==> src/hdl/ratacc_pkg.sv <==
package ratacc_pkg;

	localparam int unsigned FracW = 28;
	localparam int unsigned ProdW = 56;
	localparam logic [ProdW-1:0] OvfLimit = ProdW'(214748364);

	localparam logic [1:0] ActLoad = 2'd0;
	localparam logic [1:0] ActAdd = 2'd1;
	localparam logic [1:0] ActInvert = 2'd2;

	typedef struct packed {
		logic [1:0] action;
		logic [FracW-1:0] numerator;
		logic [FracW-1:0] denominator;
	} in_item_t;

	typedef struct packed {
		logic [FracW-1:0] result_numerator;
		logic [FracW-1:0] result_denominator;
		logic status;
	} out_item_t;

	// Request and reply between the sequencer and the shared reduce unit.
	typedef struct packed {
		logic start;
		logic [ProdW-1:0] num;
		logic [ProdW-1:0] den;
	} red_req_t;

	typedef struct packed {
		logic done;
		logic ok;
		logic [FracW-1:0] num;
		logic [FracW-1:0] den;
	} red_rsp_t;

endpackage

==> src/hdl/ratacc_divider.sv <==
module ratacc_divider (
	input  logic clk,
	input  logic arst_n,
	input  logic start,
	input  logic [ratacc_pkg::FracW-1:0] dividend,
	input  logic [ratacc_pkg::FracW-1:0] divisor,
	output logic done,
	output logic [ratacc_pkg::FracW-1:0] quotient,
	output logic [ratacc_pkg::FracW-1:0] remainder
);
	import ratacc_pkg::*;

	localparam int unsigned CntW = $clog2(FracW + 1);

	logic busy_q;
	logic [CntW-1:0] cnt_q;
	logic [FracW-1:0] quo_q;
	logic [FracW-1:0] rem_q;
	logic [FracW-1:0] dvs_q;
	logic [FracW:0] trial;
	logic [FracW:0] shifted;

	// One restoring step per cycle, most significant bit first.
	assign shifted = {rem_q, quo_q[FracW-1]};
	assign trial = shifted - {1'b0, dvs_q};

	always_ff @(posedge clk or negedge arst_n) begin
		if (!arst_n) begin
			busy_q <= 1'b0;
			cnt_q <= '0;
			done <= 1'b0;
		end else begin
			done <= 1'b0;
			if (start) begin
				busy_q <= 1'b1;
				cnt_q <= CntW'(FracW);
			end else if (busy_q) begin
				cnt_q <= cnt_q - 1'b1;
				if (cnt_q == CntW'(1)) begin
					busy_q <= 1'b0;
					done <= 1'b1;
				end
			end
		end
	end

	always_ff @(posedge clk) begin
		if (start) begin
			quo_q <= dividend;
			rem_q <= '0;
			dvs_q <= divisor;
		end else if (busy_q) begin
			if (!trial[FracW]) begin
				rem_q <= trial[FracW-1:0];
				quo_q <= {quo_q[FracW-2:0], 1'b1};
			end else begin
				rem_q <= shifted[FracW-1:0];
				quo_q <= {quo_q[FracW-2:0], 1'b0};
			end
		end
	end

	assign quotient = quo_q;
	assign remainder = rem_q;

endmodule

==> src/hdl/ratacc_reduce.sv <==
module ratacc_reduce (
	input  logic clk,
	input  logic arst_n,
	input  ratacc_pkg::red_req_t req,
	output ratacc_pkg::red_rsp_t rsp
);
	import ratacc_pkg::*;

	typedef enum logic [5:0] {
		R_IDLE = 6'b000001,
		R_GCD  = 6'b000010,
		R_WGCD = 6'b000100,
		R_DIVN = 6'b001000,
		R_DIVD = 6'b010000,
		R_WDIV = 6'b100000
	} rstate_t;

	rstate_t state_q;
	logic [FracW-1:0] a_q, b_q, n_q, d_q;
	logic den_phase_q;
	logic div_start;
	logic [FracW-1:0] div_a, div_b, div_q, div_r;
	logic div_done;

	ratacc_divider u_div (
		.clk(clk), .arst_n(arst_n), .start(div_start),
		.dividend(div_a), .divisor(div_b), .done(div_done),
		.quotient(div_q), .remainder(div_r)
	);

	always_comb begin
		div_start = 1'b0;
		div_a = a_q;
		div_b = b_q;
		unique case (state_q)
			R_GCD: div_start = 1'b1;
			R_DIVN: begin
				div_start = 1'b1;
				div_a = n_q;
				div_b = a_q;
			end
			R_DIVD: begin
				div_start = 1'b1;
				div_a = d_q;
				div_b = a_q;
			end
			default: ;
		endcase
	end

	always_ff @(posedge clk or negedge arst_n) begin
		if (!arst_n) begin
			state_q <= R_IDLE;
			rsp.done <= 1'b0;
			rsp.ok <= 1'b0;
			rsp.num <= '0;
			rsp.den <= '0;
			den_phase_q <= 1'b0;
		end else begin
			rsp.done <= 1'b0;
			unique case (state_q)
				R_IDLE: if (req.start) begin
					if (req.num > OvfLimit || req.den > OvfLimit) begin
						rsp.done <= 1'b1;
						rsp.ok <= 1'b0;
					end else begin
						state_q <= (req.den == '0) ? R_DIVN : R_GCD;
						den_phase_q <= 1'b0;
					end
				end
				R_GCD: state_q <= R_WGCD;
				R_WGCD: if (div_done) begin
					if (div_r == '0) state_q <= R_DIVN;
					else state_q <= R_GCD;
				end
				R_DIVN: begin
					if (a_q == '0) begin
						rsp.num <= '0;
						rsp.den <= FracW'(1);
						rsp.done <= 1'b1;
						rsp.ok <= 1'b1;
						state_q <= R_IDLE;
					end else begin
						state_q <= R_WDIV;
					end
				end
				R_DIVD: state_q <= R_WDIV;
				R_WDIV: if (div_done) begin
					if (!den_phase_q) begin
						rsp.num <= div_q;
						den_phase_q <= 1'b1;
						state_q <= R_DIVD;
					end else begin
						rsp.den <= div_q;
						rsp.done <= 1'b1;
						rsp.ok <= 1'b1;
						state_q <= R_IDLE;
					end
				end
				default: state_q <= R_IDLE;
			endcase
		end
	end

	always_ff @(posedge clk) begin
		unique case (state_q)
			R_IDLE: if (req.start) begin
				n_q <= req.num[FracW-1:0];
				d_q <= req.den[FracW-1:0];
				// With a zero denominator the gcd is the numerator itself.
				a_q <= req.num[FracW-1:0];
				b_q <= req.den[FracW-1:0];
			end
			R_WGCD: if (div_done) begin
				a_q <= b_q;
				b_q <= div_r;
			end
			default: ;
		endcase
	end

endmodule

==> src/hdl/ratacc_mul.sv <==
module ratacc_mul (
	input  logic clk,
	input  logic [ratacc_pkg::FracW-1:0] a,
	input  logic [ratacc_pkg::FracW-1:0] b,
	output logic [ratacc_pkg::ProdW-1:0] p
);
	import ratacc_pkg::*;

	// Registered 28 by 28 multiplier, shared by the cross products and the denominator product.
	always_ff @(posedge clk) begin
		p <= ProdW'(a) * ProdW'(b);
	end

endmodule

==> src/hdl/rational_accumulator.sv <==
// rational_accumulator: a running nonnegative fraction updated by one item at a time.
// Input channel in_valid/in_stall carries an item of action, numerator and
// denominator. Load replaces the fraction, add adds a fraction by cross
// multiplication, invert swaps numerator and denominator; an unused action
// changes nothing. Every new value is reduced to lowest terms with a
// Euclidean gcd built from one shared restoring divider (one quotient bit a
// cycle). Output channel out_valid/out_stall carries the stored fraction and
// a status; status 1 marks overflow, in which case the stored fraction is
// left as it was. An unused action goes straight to the output, and an
// overflow is caught as soon as a reduction starts; otherwise an item takes
// its gcd steps plus the two final divisions, and add takes that twice plus
// the multiplications, since the operand is reduced first. The gcd loop
// length sets the time, with at most about 40 steps. One item is in work
// at a time: the input stalls from acceptance until its result has been
// taken, and opens again in the cycle after that. A stalled result holds
// in the output register and the block waits.
// Reset gives the fraction 0/1 and an empty output.
module rational_accumulator (
	input  logic clk,
	input  logic arst_n,
	input  logic in_valid,
	output logic in_stall,
	input  ratacc_pkg::in_item_t in_item,
	output logic out_valid,
	input  logic out_stall,
	output ratacc_pkg::out_item_t out_item
);
	import ratacc_pkg::*;

	typedef enum logic [7:0] {
		S_IDLE  = 8'b00000001,
		S_RED1  = 8'b00000010,
		S_WRED1 = 8'b00000100,
		S_MUL1  = 8'b00001000,
		S_MUL2  = 8'b00010000,
		S_MUL3  = 8'b00100000,
		S_WRED2 = 8'b01000000,
		S_OUT   = 8'b10000000
	} state_t;

	state_t state_q;
	logic [FracW-1:0] run_n_q, run_d_q;
	logic [FracW-1:0] opn_q, opd_q;
	logic [1:0] act_q;
	logic [ProdW-1:0] cross_q;
	logic [ProdW:0] cross_sum;
	logic [FracW-1:0] mul_a, mul_b;
	logic [ProdW-1:0] mul_p;
	logic req2_pend_q;
	red_req_t req;
	red_rsp_t rsp;

	ratacc_mul u_mul (.clk(clk), .a(mul_a), .b(mul_b), .p(mul_p));
	ratacc_reduce u_red (.clk(clk), .arst_n(arst_n), .req(req), .rsp(rsp));

	assign in_stall = (state_q != S_IDLE);

	// The multiplier takes run_n*opd, then opn*run_d, then run_d*opd.
	always_comb begin
		mul_a = run_n_q;
		mul_b = opd_q;
		unique case (state_q)
			S_MUL2: begin
				mul_a = opn_q;
				mul_b = run_d_q;
			end
			S_MUL3: begin
				mul_a = run_d_q;
				mul_b = opd_q;
			end
			default: ;
		endcase
	end

	// The sum of the cross products gets one extra bit; a carry saturates
	// the register so that the limit check in the reduce unit still fails.
	assign cross_sum = {1'b0, cross_q} + {1'b0, mul_p};

	// The denominator product leaves the multiplier register in the cycle after
	// S_MUL3, so the second request is started in the first cycle of S_WRED2.
	always_comb begin
		req.start = 1'b0;
		req.num = ProdW'(opn_q);
		req.den = ProdW'(opd_q);
		if (state_q == S_RED1) begin
			req.start = 1'b1;
		end else if (req2_pend_q) begin
			req.start = 1'b1;
			req.num = cross_q;
			req.den = mul_p;
		end
	end

	always_ff @(posedge clk or negedge arst_n) begin
		if (!arst_n) req2_pend_q <= 1'b0;
		else req2_pend_q <= (state_q == S_MUL3);
	end

	always_ff @(posedge clk or negedge arst_n) begin
		if (!arst_n) begin
			state_q <= S_IDLE;
			run_n_q <= '0;
			run_d_q <= FracW'(1);
			out_valid <= 1'b0;
			out_item <= '0;
		end else begin
			unique case (state_q)
				S_IDLE: if (in_valid) begin
					if (in_item.action == ActLoad || in_item.action == ActAdd ||
					    in_item.action == ActInvert) begin
						state_q <= S_RED1;
					end else begin
						out_item.status <= 1'b0;
						out_item.result_numerator <= run_n_q;
						out_item.result_denominator <= run_d_q;
						out_valid <= 1'b1;
						state_q <= S_OUT;
					end
				end
				S_RED1: state_q <= S_WRED1;
				S_WRED1: if (rsp.done) begin
					if (rsp.ok && act_q == ActAdd) begin
						state_q <= S_MUL1;
					end else begin
						if (rsp.ok) begin
							run_n_q <= rsp.num;
							run_d_q <= rsp.den;
						end
						out_item.status <= !rsp.ok;
						out_item.result_numerator <= rsp.ok ? rsp.num : run_n_q;
						out_item.result_denominator <= rsp.ok ? rsp.den : run_d_q;
						out_valid <= 1'b1;
						state_q <= S_OUT;
					end
				end
				S_MUL1: state_q <= S_MUL2;
				S_MUL2: state_q <= S_MUL3;
				S_MUL3: state_q <= S_WRED2;
				S_WRED2: if (rsp.done) begin
					if (rsp.ok) begin
						run_n_q <= rsp.num;
						run_d_q <= rsp.den;
					end
					out_item.status <= !rsp.ok;
					out_item.result_numerator <= rsp.ok ? rsp.num : run_n_q;
					out_item.result_denominator <= rsp.ok ? rsp.den : run_d_q;
					out_valid <= 1'b1;
					state_q <= S_OUT;
				end
				S_OUT: if (!out_stall) begin
					out_valid <= 1'b0;
					state_q <= S_IDLE;
				end
				default: state_q <= S_IDLE;
			endcase
		end
	end

	// Operand and cross product registers.
	always_ff @(posedge clk) begin
		unique case (state_q)
			S_IDLE: if (in_valid) begin
				act_q <= in_item.action;
				if (in_item.action == ActInvert) begin
					opn_q <= run_d_q;
					opd_q <= run_n_q;
				end else begin
					opn_q <= in_item.numerator;
					opd_q <= in_item.denominator;
				end
			end
			S_WRED1: if (rsp.done) begin
				opn_q <= rsp.num;
				opd_q <= rsp.den;
			end
			S_MUL2: cross_q <= mul_p;
			S_MUL3: cross_q <= cross_sum[ProdW] ? '1 : cross_sum[ProdW-1:0];
			default: ;
		endcase
	end

endmodule
==> config.mk <==
export PLATFORM = sky130hd
export DESIGN_NAME = rational_accumulator
export DESIGN_NICKNAME = d
export VERILOG_FILES = /design/src/hdl/ratacc_pkg.sv /design/src/hdl/ratacc_divider.sv /design/src/hdl/ratacc_reduce.sv /design/src/hdl/ratacc_mul.sv /design/src/hdl/rational_accumulator.sv
export SDC_FILE = /design/constraint.sdc
export NUM_CORES = 2
export LEC_CHECK = 0
export CAP_MARGIN = 25
export CORE_MARGIN = 1.5
export CORE_UTILIZATION = 30
export DETAILED_ROUTE_END_ITERATION = 8
export DONT_BUFFER_PORTS = 1
export GPL_TIMING_DRIVEN = 0
export SYNTH_ARGS = -nofsm -noshare
export SYNTH_HDL_FRONTEND = slang
export SYNTH_HIERARCHICAL = 1
export SYNTH_SLANG_ARGS = --single-unit
==> constraint.sdc <==
create_clock -name clk -period 10.22 [get_ports clk]
set_clock_uncertainty 0.05 [all_clocks]
set_input_delay 0.511 -clock clk [delete_from_list [all_inputs] [get_ports clk]]
set_output_delay 0.511 -clock clk [all_outputs]
set_load 0.01 [all_outputs]
After elaboration in Yosys (flattened, before gate mapping). Index checks and enable logic that the tools add are counted.

Register bits after elaboration: 561. Input port bits: 62. Output and inout port bits: 59. Word-level logic and storage cells: 190.

$add $sub $neg: 3. Multipliers: 1. Order comparisons: 2. Eq/ne operators: 33. Mux-type cells: 88. Reduce and logical (&&, ||, !) cells: 34.

Operators by type and width (count): $mux W28 (25); $pmux W28 S2 (8); $mux W57 (5); $pmux W56 S2 (2); $pmux W57 S3 (1); $mux W58 (2); $mux W113 (1); $gt A56 B28 Y1 const B (2); $mux W112 (1); $pmux W8 S8 (1); $add A56 B56 Y57 (1); $logic_not A28 Y1 (2); $logic_not A56 Y1 (1); $mul A28 B28 Y56 (1); $mux W56 (1); $mux W8 (6); $pmux W6 S6 (1); $mux W6 (5); $sub A29 B28 Y29 (1); $reduce_and A4 Y1 (6); $mux W1 (18); $ne A2 B2 Y1 const B (9); $mux W5 (3); $reduce_bool A2 Y1 (7); 37 further kinds (51).

Depth between registers and ports, before layout.
Word-level depth: 7. Gate-level depth with buffers: 35.

Cells and area by module. The synthesis kept the hierarchy.

Modules (own cells, without submodules): ratacc_mul (times used 1, cells each 3042, area an instance 27108.5 sq um); rational_accumulator (times used 1, cells each 1619, area an instance 15700.1 sq um); ratacc_reduce (times used 1, cells each 670, area an instance 7963.9 sq um); ratacc_divider (times used 1, cells each 493, area an instance 5101.1 sq um).

Least setup slack after synthesis. Ideal clock, no wire load.

Path type: reg2reg. Start point: reg, netlist name state_q[1]. End point: reg u_mul/p[54] (netlist name). Setup time: 0.079 ns. Arrival time: 8.474 ns. Setup slack: 1.617 ns. Stages on the path, launching flop included: 32. Cells stage by stage: dfrtp_1 -> nor3_1 -> nand2_1 -> nor4b_1 -> buf_2 -> buf_1 -> a22oi_1 -> nand2_1 -> clkbuf_1 -> clkbuf_1 -> nand2_1 -> fa_1 -> inv_1 -> fa_1 -> fa_1 -> inv_1 -> fa_1 -> inv_1 -> fa_1 -> fa_1 -> inv_1 -> fa_1 -> inv_1 -> ha_1 -> a21oi_1 -> o21ai_0 -> nor3b_1 -> a2111oi_4 -> o311ai_2 -> a21oi_1 -> or4_1 -> o211ai_1.

RTL lines: to (signal assigned) (RTL line ratacc_mul.sv:11) `p <= ProdW'(a) * ProdW'(b);`; to (decl) (RTL line ratacc_mul.sv:5) `output logic [ratacc_pkg::ProdW-1:0] p`.

==> results by group <==
Status
  • Run status: finished with violations
  • Failing checks: slew limit

Drt
  • Drt pass-1 iters: 6
  • # DRC: 0
  • Via Count: 43,740
  • DR vias/cell: 5.189
  • Total length of routed wires: 201,000 microns
  • DRC marker count from the first detailed-route iteration: 4,442
  • Per-cell routed wire length: 23.85 microns
  • Final ANT Viol Nets: 0

Logic synthesis
  • EDFF count, synth: 282
  • Post-synth top cells: 852 x inv_1, 791 x nand2_1, 676 x fa_1
  • Post-synth cell types: 106
  • Leading area contributor after synthesis: fa_1
  • Mapped Area: 55,870 sq um
  • FF+latch count, synth: 561
  • Most frequent cell after synthesis: inv_1
  • Synth top area cells: fa_1 24%, edfxtp_1 15%, dfrtp_1 8.6%
  • Sequential share of the synthesized area: between 20% and 30%
  • Mapped Avg Cell Area: approximately 9.6 sq um
  • Top FF cell, synth: edfxtp_1
  • Syn_nets: 6,858
  • Ys async rst share: 34.76%
  • Synth Instances: 5,824
  • Ys Warns: 6
  • Post-synth top area share: between 20% and 30%

Worst setup path
  • Worst endpoint required time: 10.69 ns
  • Worst path most repeated cell: fa_1
  • Worst Setup Path Type: reg -> reg
  • CP arrival: about 10 ns
  • CP endpoint kind: flip-flop
  • CP max FO: 10
  • Crit path launch type: flip-flop
  • R2R depth: 28
  • R2r endpoint: u_mul/p[54]
  • Crit-path slowest cell: fa_1
  • R2R setup slack: roughly 0.23 ns
  • CP startpoint: state_q[1]
  • CP peak stage delay: about 0.67 ns
  • Worst R2R Start: state_q[1]

Job
  • Number of max-cap violations: 0

CTS
  • # clock sinks: approximately 560
  • CTS buffer count: 67
  • Longest Clk Path Bufs: 3
  • CTS clk-pin slew, worst paths: 0.06 ns
  • Clk_lat worst skew: 0.63 ns
  • CTS tree: built
  • Root buf cell: clkbuf_16
  • Number of post-CTS setup repair buffers: 0
  • H-tree levels: 3

Hold path
  • Worst Min Path Start: in_valid
  • Hold Crit Endpoint: act_q[0]
  • Worst hold path depth: 2
  • Worst Hold Class: in -> reg

STA
  • Slew @ Worst Pin: 1.584 ns
  • FMAX: roughly 0.1 GHz
  • Max Slew Vio Count: 92
  • Period utilization: a little over nine tenths
  • Fin. Hold Viols: 0
  • Relative slew slack: -5.593%
  • Endpoints failing setup: 0
  • Minimum clock period: 9.986 ns

Power and ir drop
  • Leakage: 29.29 nW
  • Pwr Total: 9.695 mW
  • IR drop worst, VDD: 0.0001980 V
  • P per Cell Area: 156.8 nW/um^2

GRT
  • Grt ovf: 0
  • Initial antenna violation count: 21
  • Total Routing Usage GR: about a fifth
  • Largest net degree at the start of global routing: 196
  • First-pass GRT wire length: 293,400 microns
  • Vias in the first global route: 43,910

Die
  • Die Y: approximately 430 microns
  • Die width: 434.6 microns
  • Core Area: 185,200 sq um
  • Starting density of the core: just over 30%
  • Die area: 188,800 sq um
  • I/O Pins: 121
  • Num rows: 158

Placed design
  • Placer Congestion: 0.9967
  • Cells after DPL: 8,323
  • Post-DP HPWL: ~160,000 microns
  • IO Port Bufs: 0

Final layout
  • Nets@finish: 6,918
  • Share of cells above drive strength 1: 9.535%
  • Fin cells: around 8,400
  • Area growth syn-to-layout: 10.68%
[cells in the final DEF, fill, tap and decap left out, types with 80 or more instances in the layout]
cell      netlist  final
xnor2_1        80     80
dfxtp_1        84     84
ha_1          296    296
clkbuf_1      284    196
fa_1          676    676
and2_1        416    416
inv_1         852    850
nand2_1       791    774
mux2i_1       118    118
nor2_1        229    228
mux2_2        252    252
o21ai_0       191    191
dfrtp_1       192    192
a21oi_1       265    264
edfxtp_1      282    282
[through the flow]
stage | TNS [ns] | area [sq um] | worst slack (ns) | hold slack, ns | utilization [%]
after floorplan | 0 | 55870 | 1.617 | 0.1654 | -
after CTS | 0 | 61770 | 0.004139 | 0.09623 | 33.35
after detailed placement | -21.90 | 59390 | -1.121 | 0.1983 | 32.06
after global routing | -0.02636 | 61840 | -0.02636 | 0.1272 | 33.38
final | 0 | 61840 | 0.2335 | 0.1180 | 33.38
after global placement | -28.47 | 58980 | -1.446 | 0.1948 | 31.84
[metal layers]
layer | up-vias | global-route usage [%] | wire length, microns
met5 | - | 0 | 24
met2 | 2023 | 32.49 | 89840
met1 | 22230 | 28.46 | 83950
met3 | 359 | 4.222 | 17870
met4 | 4 | 9.337 | 9340
li1 | 19130 | - | -
[worst max path at each step]
stage          cells past startpoint  slack (ns)     endpoint
3_5_place_dp                      31       -1.12  u_mul/p[54]
5_1_grt                           29       -0.03  u_mul/p[50]
4_1_cts                           29       0.004  u_mul/p[54]
2_1_floorplan                     31        1.62  u_mul/p[54]
3_3_place_gp                      31       -1.45  u_mul/p[54]
6_report                          28        0.23  u_mul/p[54]
[critical path: cells and delay by family (launching register included)]
| kind | cells | cell delay, ns |
|---|---|---|
| flops | 1 | 0.43 |
| fa+ha+maj | 8 | 4.07 |
| simple gates | 6 | 2.01 |
| mux | 1 | 0.30 |
| buf+inv | 7 | 1.74 |
| compound gates | 6 | 1.26 |
[flip-flops by register name, summed over array words and instances, names as in the netlist, 8 cells and up]
name                   count
run_d_q                   28
u_red/d_q                 28
u_mul/p                   56
opd_q                     28
u_red/u_div/quotient      28
opn_q                     28
u_red/u_div/remainder     28
state_q                    8
u_red/a_q                 28
u_red/n_q                 28
out_item                  57
u_red/b_q                 28
cross_q                   56
run_n_q                   28
u_red/u_div/dvs_q         28
u_red/rsp                 58
[logic make-up after synthesis]
group                    Yosys count  synth area share [%]
AND/OR/NAND/NOR                 1778                 15.39
buffers and inverters           1201                 8.234
adder cells (fa/ha/maj)          972                 30.85
AO/OA/AOI/OAI                    819                 9.432
flip-flops                       561                 26.91
multiplexers                     370                 7.193
XOR/XNOR                         123                 1.995
[power by group]
group	internal (mW)	total (mW)	switching (mW)
Combinational	1.10	3.67	2.57
Sequential	3.08	3.52	0.437
Clock	1.49	2.51	1.01
Total	5.68	9.69	4.02
[cell type report]
class	instances	area, sq um
multi-input combinational	4062	36330
fill	19100	123400
clock inverter	32	446.7
clock buffer	89	1852
tap	2480	3103
timing repair buffer	26	473.0
sequential	561	15030
inverter	852	3198
buffer	314	1366
antenna	14	35.03
[timing repair]
action | 4_1_cts | 5_1_grt
hold buffers | 7 | 0
resized for setup | 64 | 61
hold endpoints to repair | 200 | 0
setup endpoints to repair | 34 | 24
cloned | 0 | 0
Power figures use the tool's default switching activity.
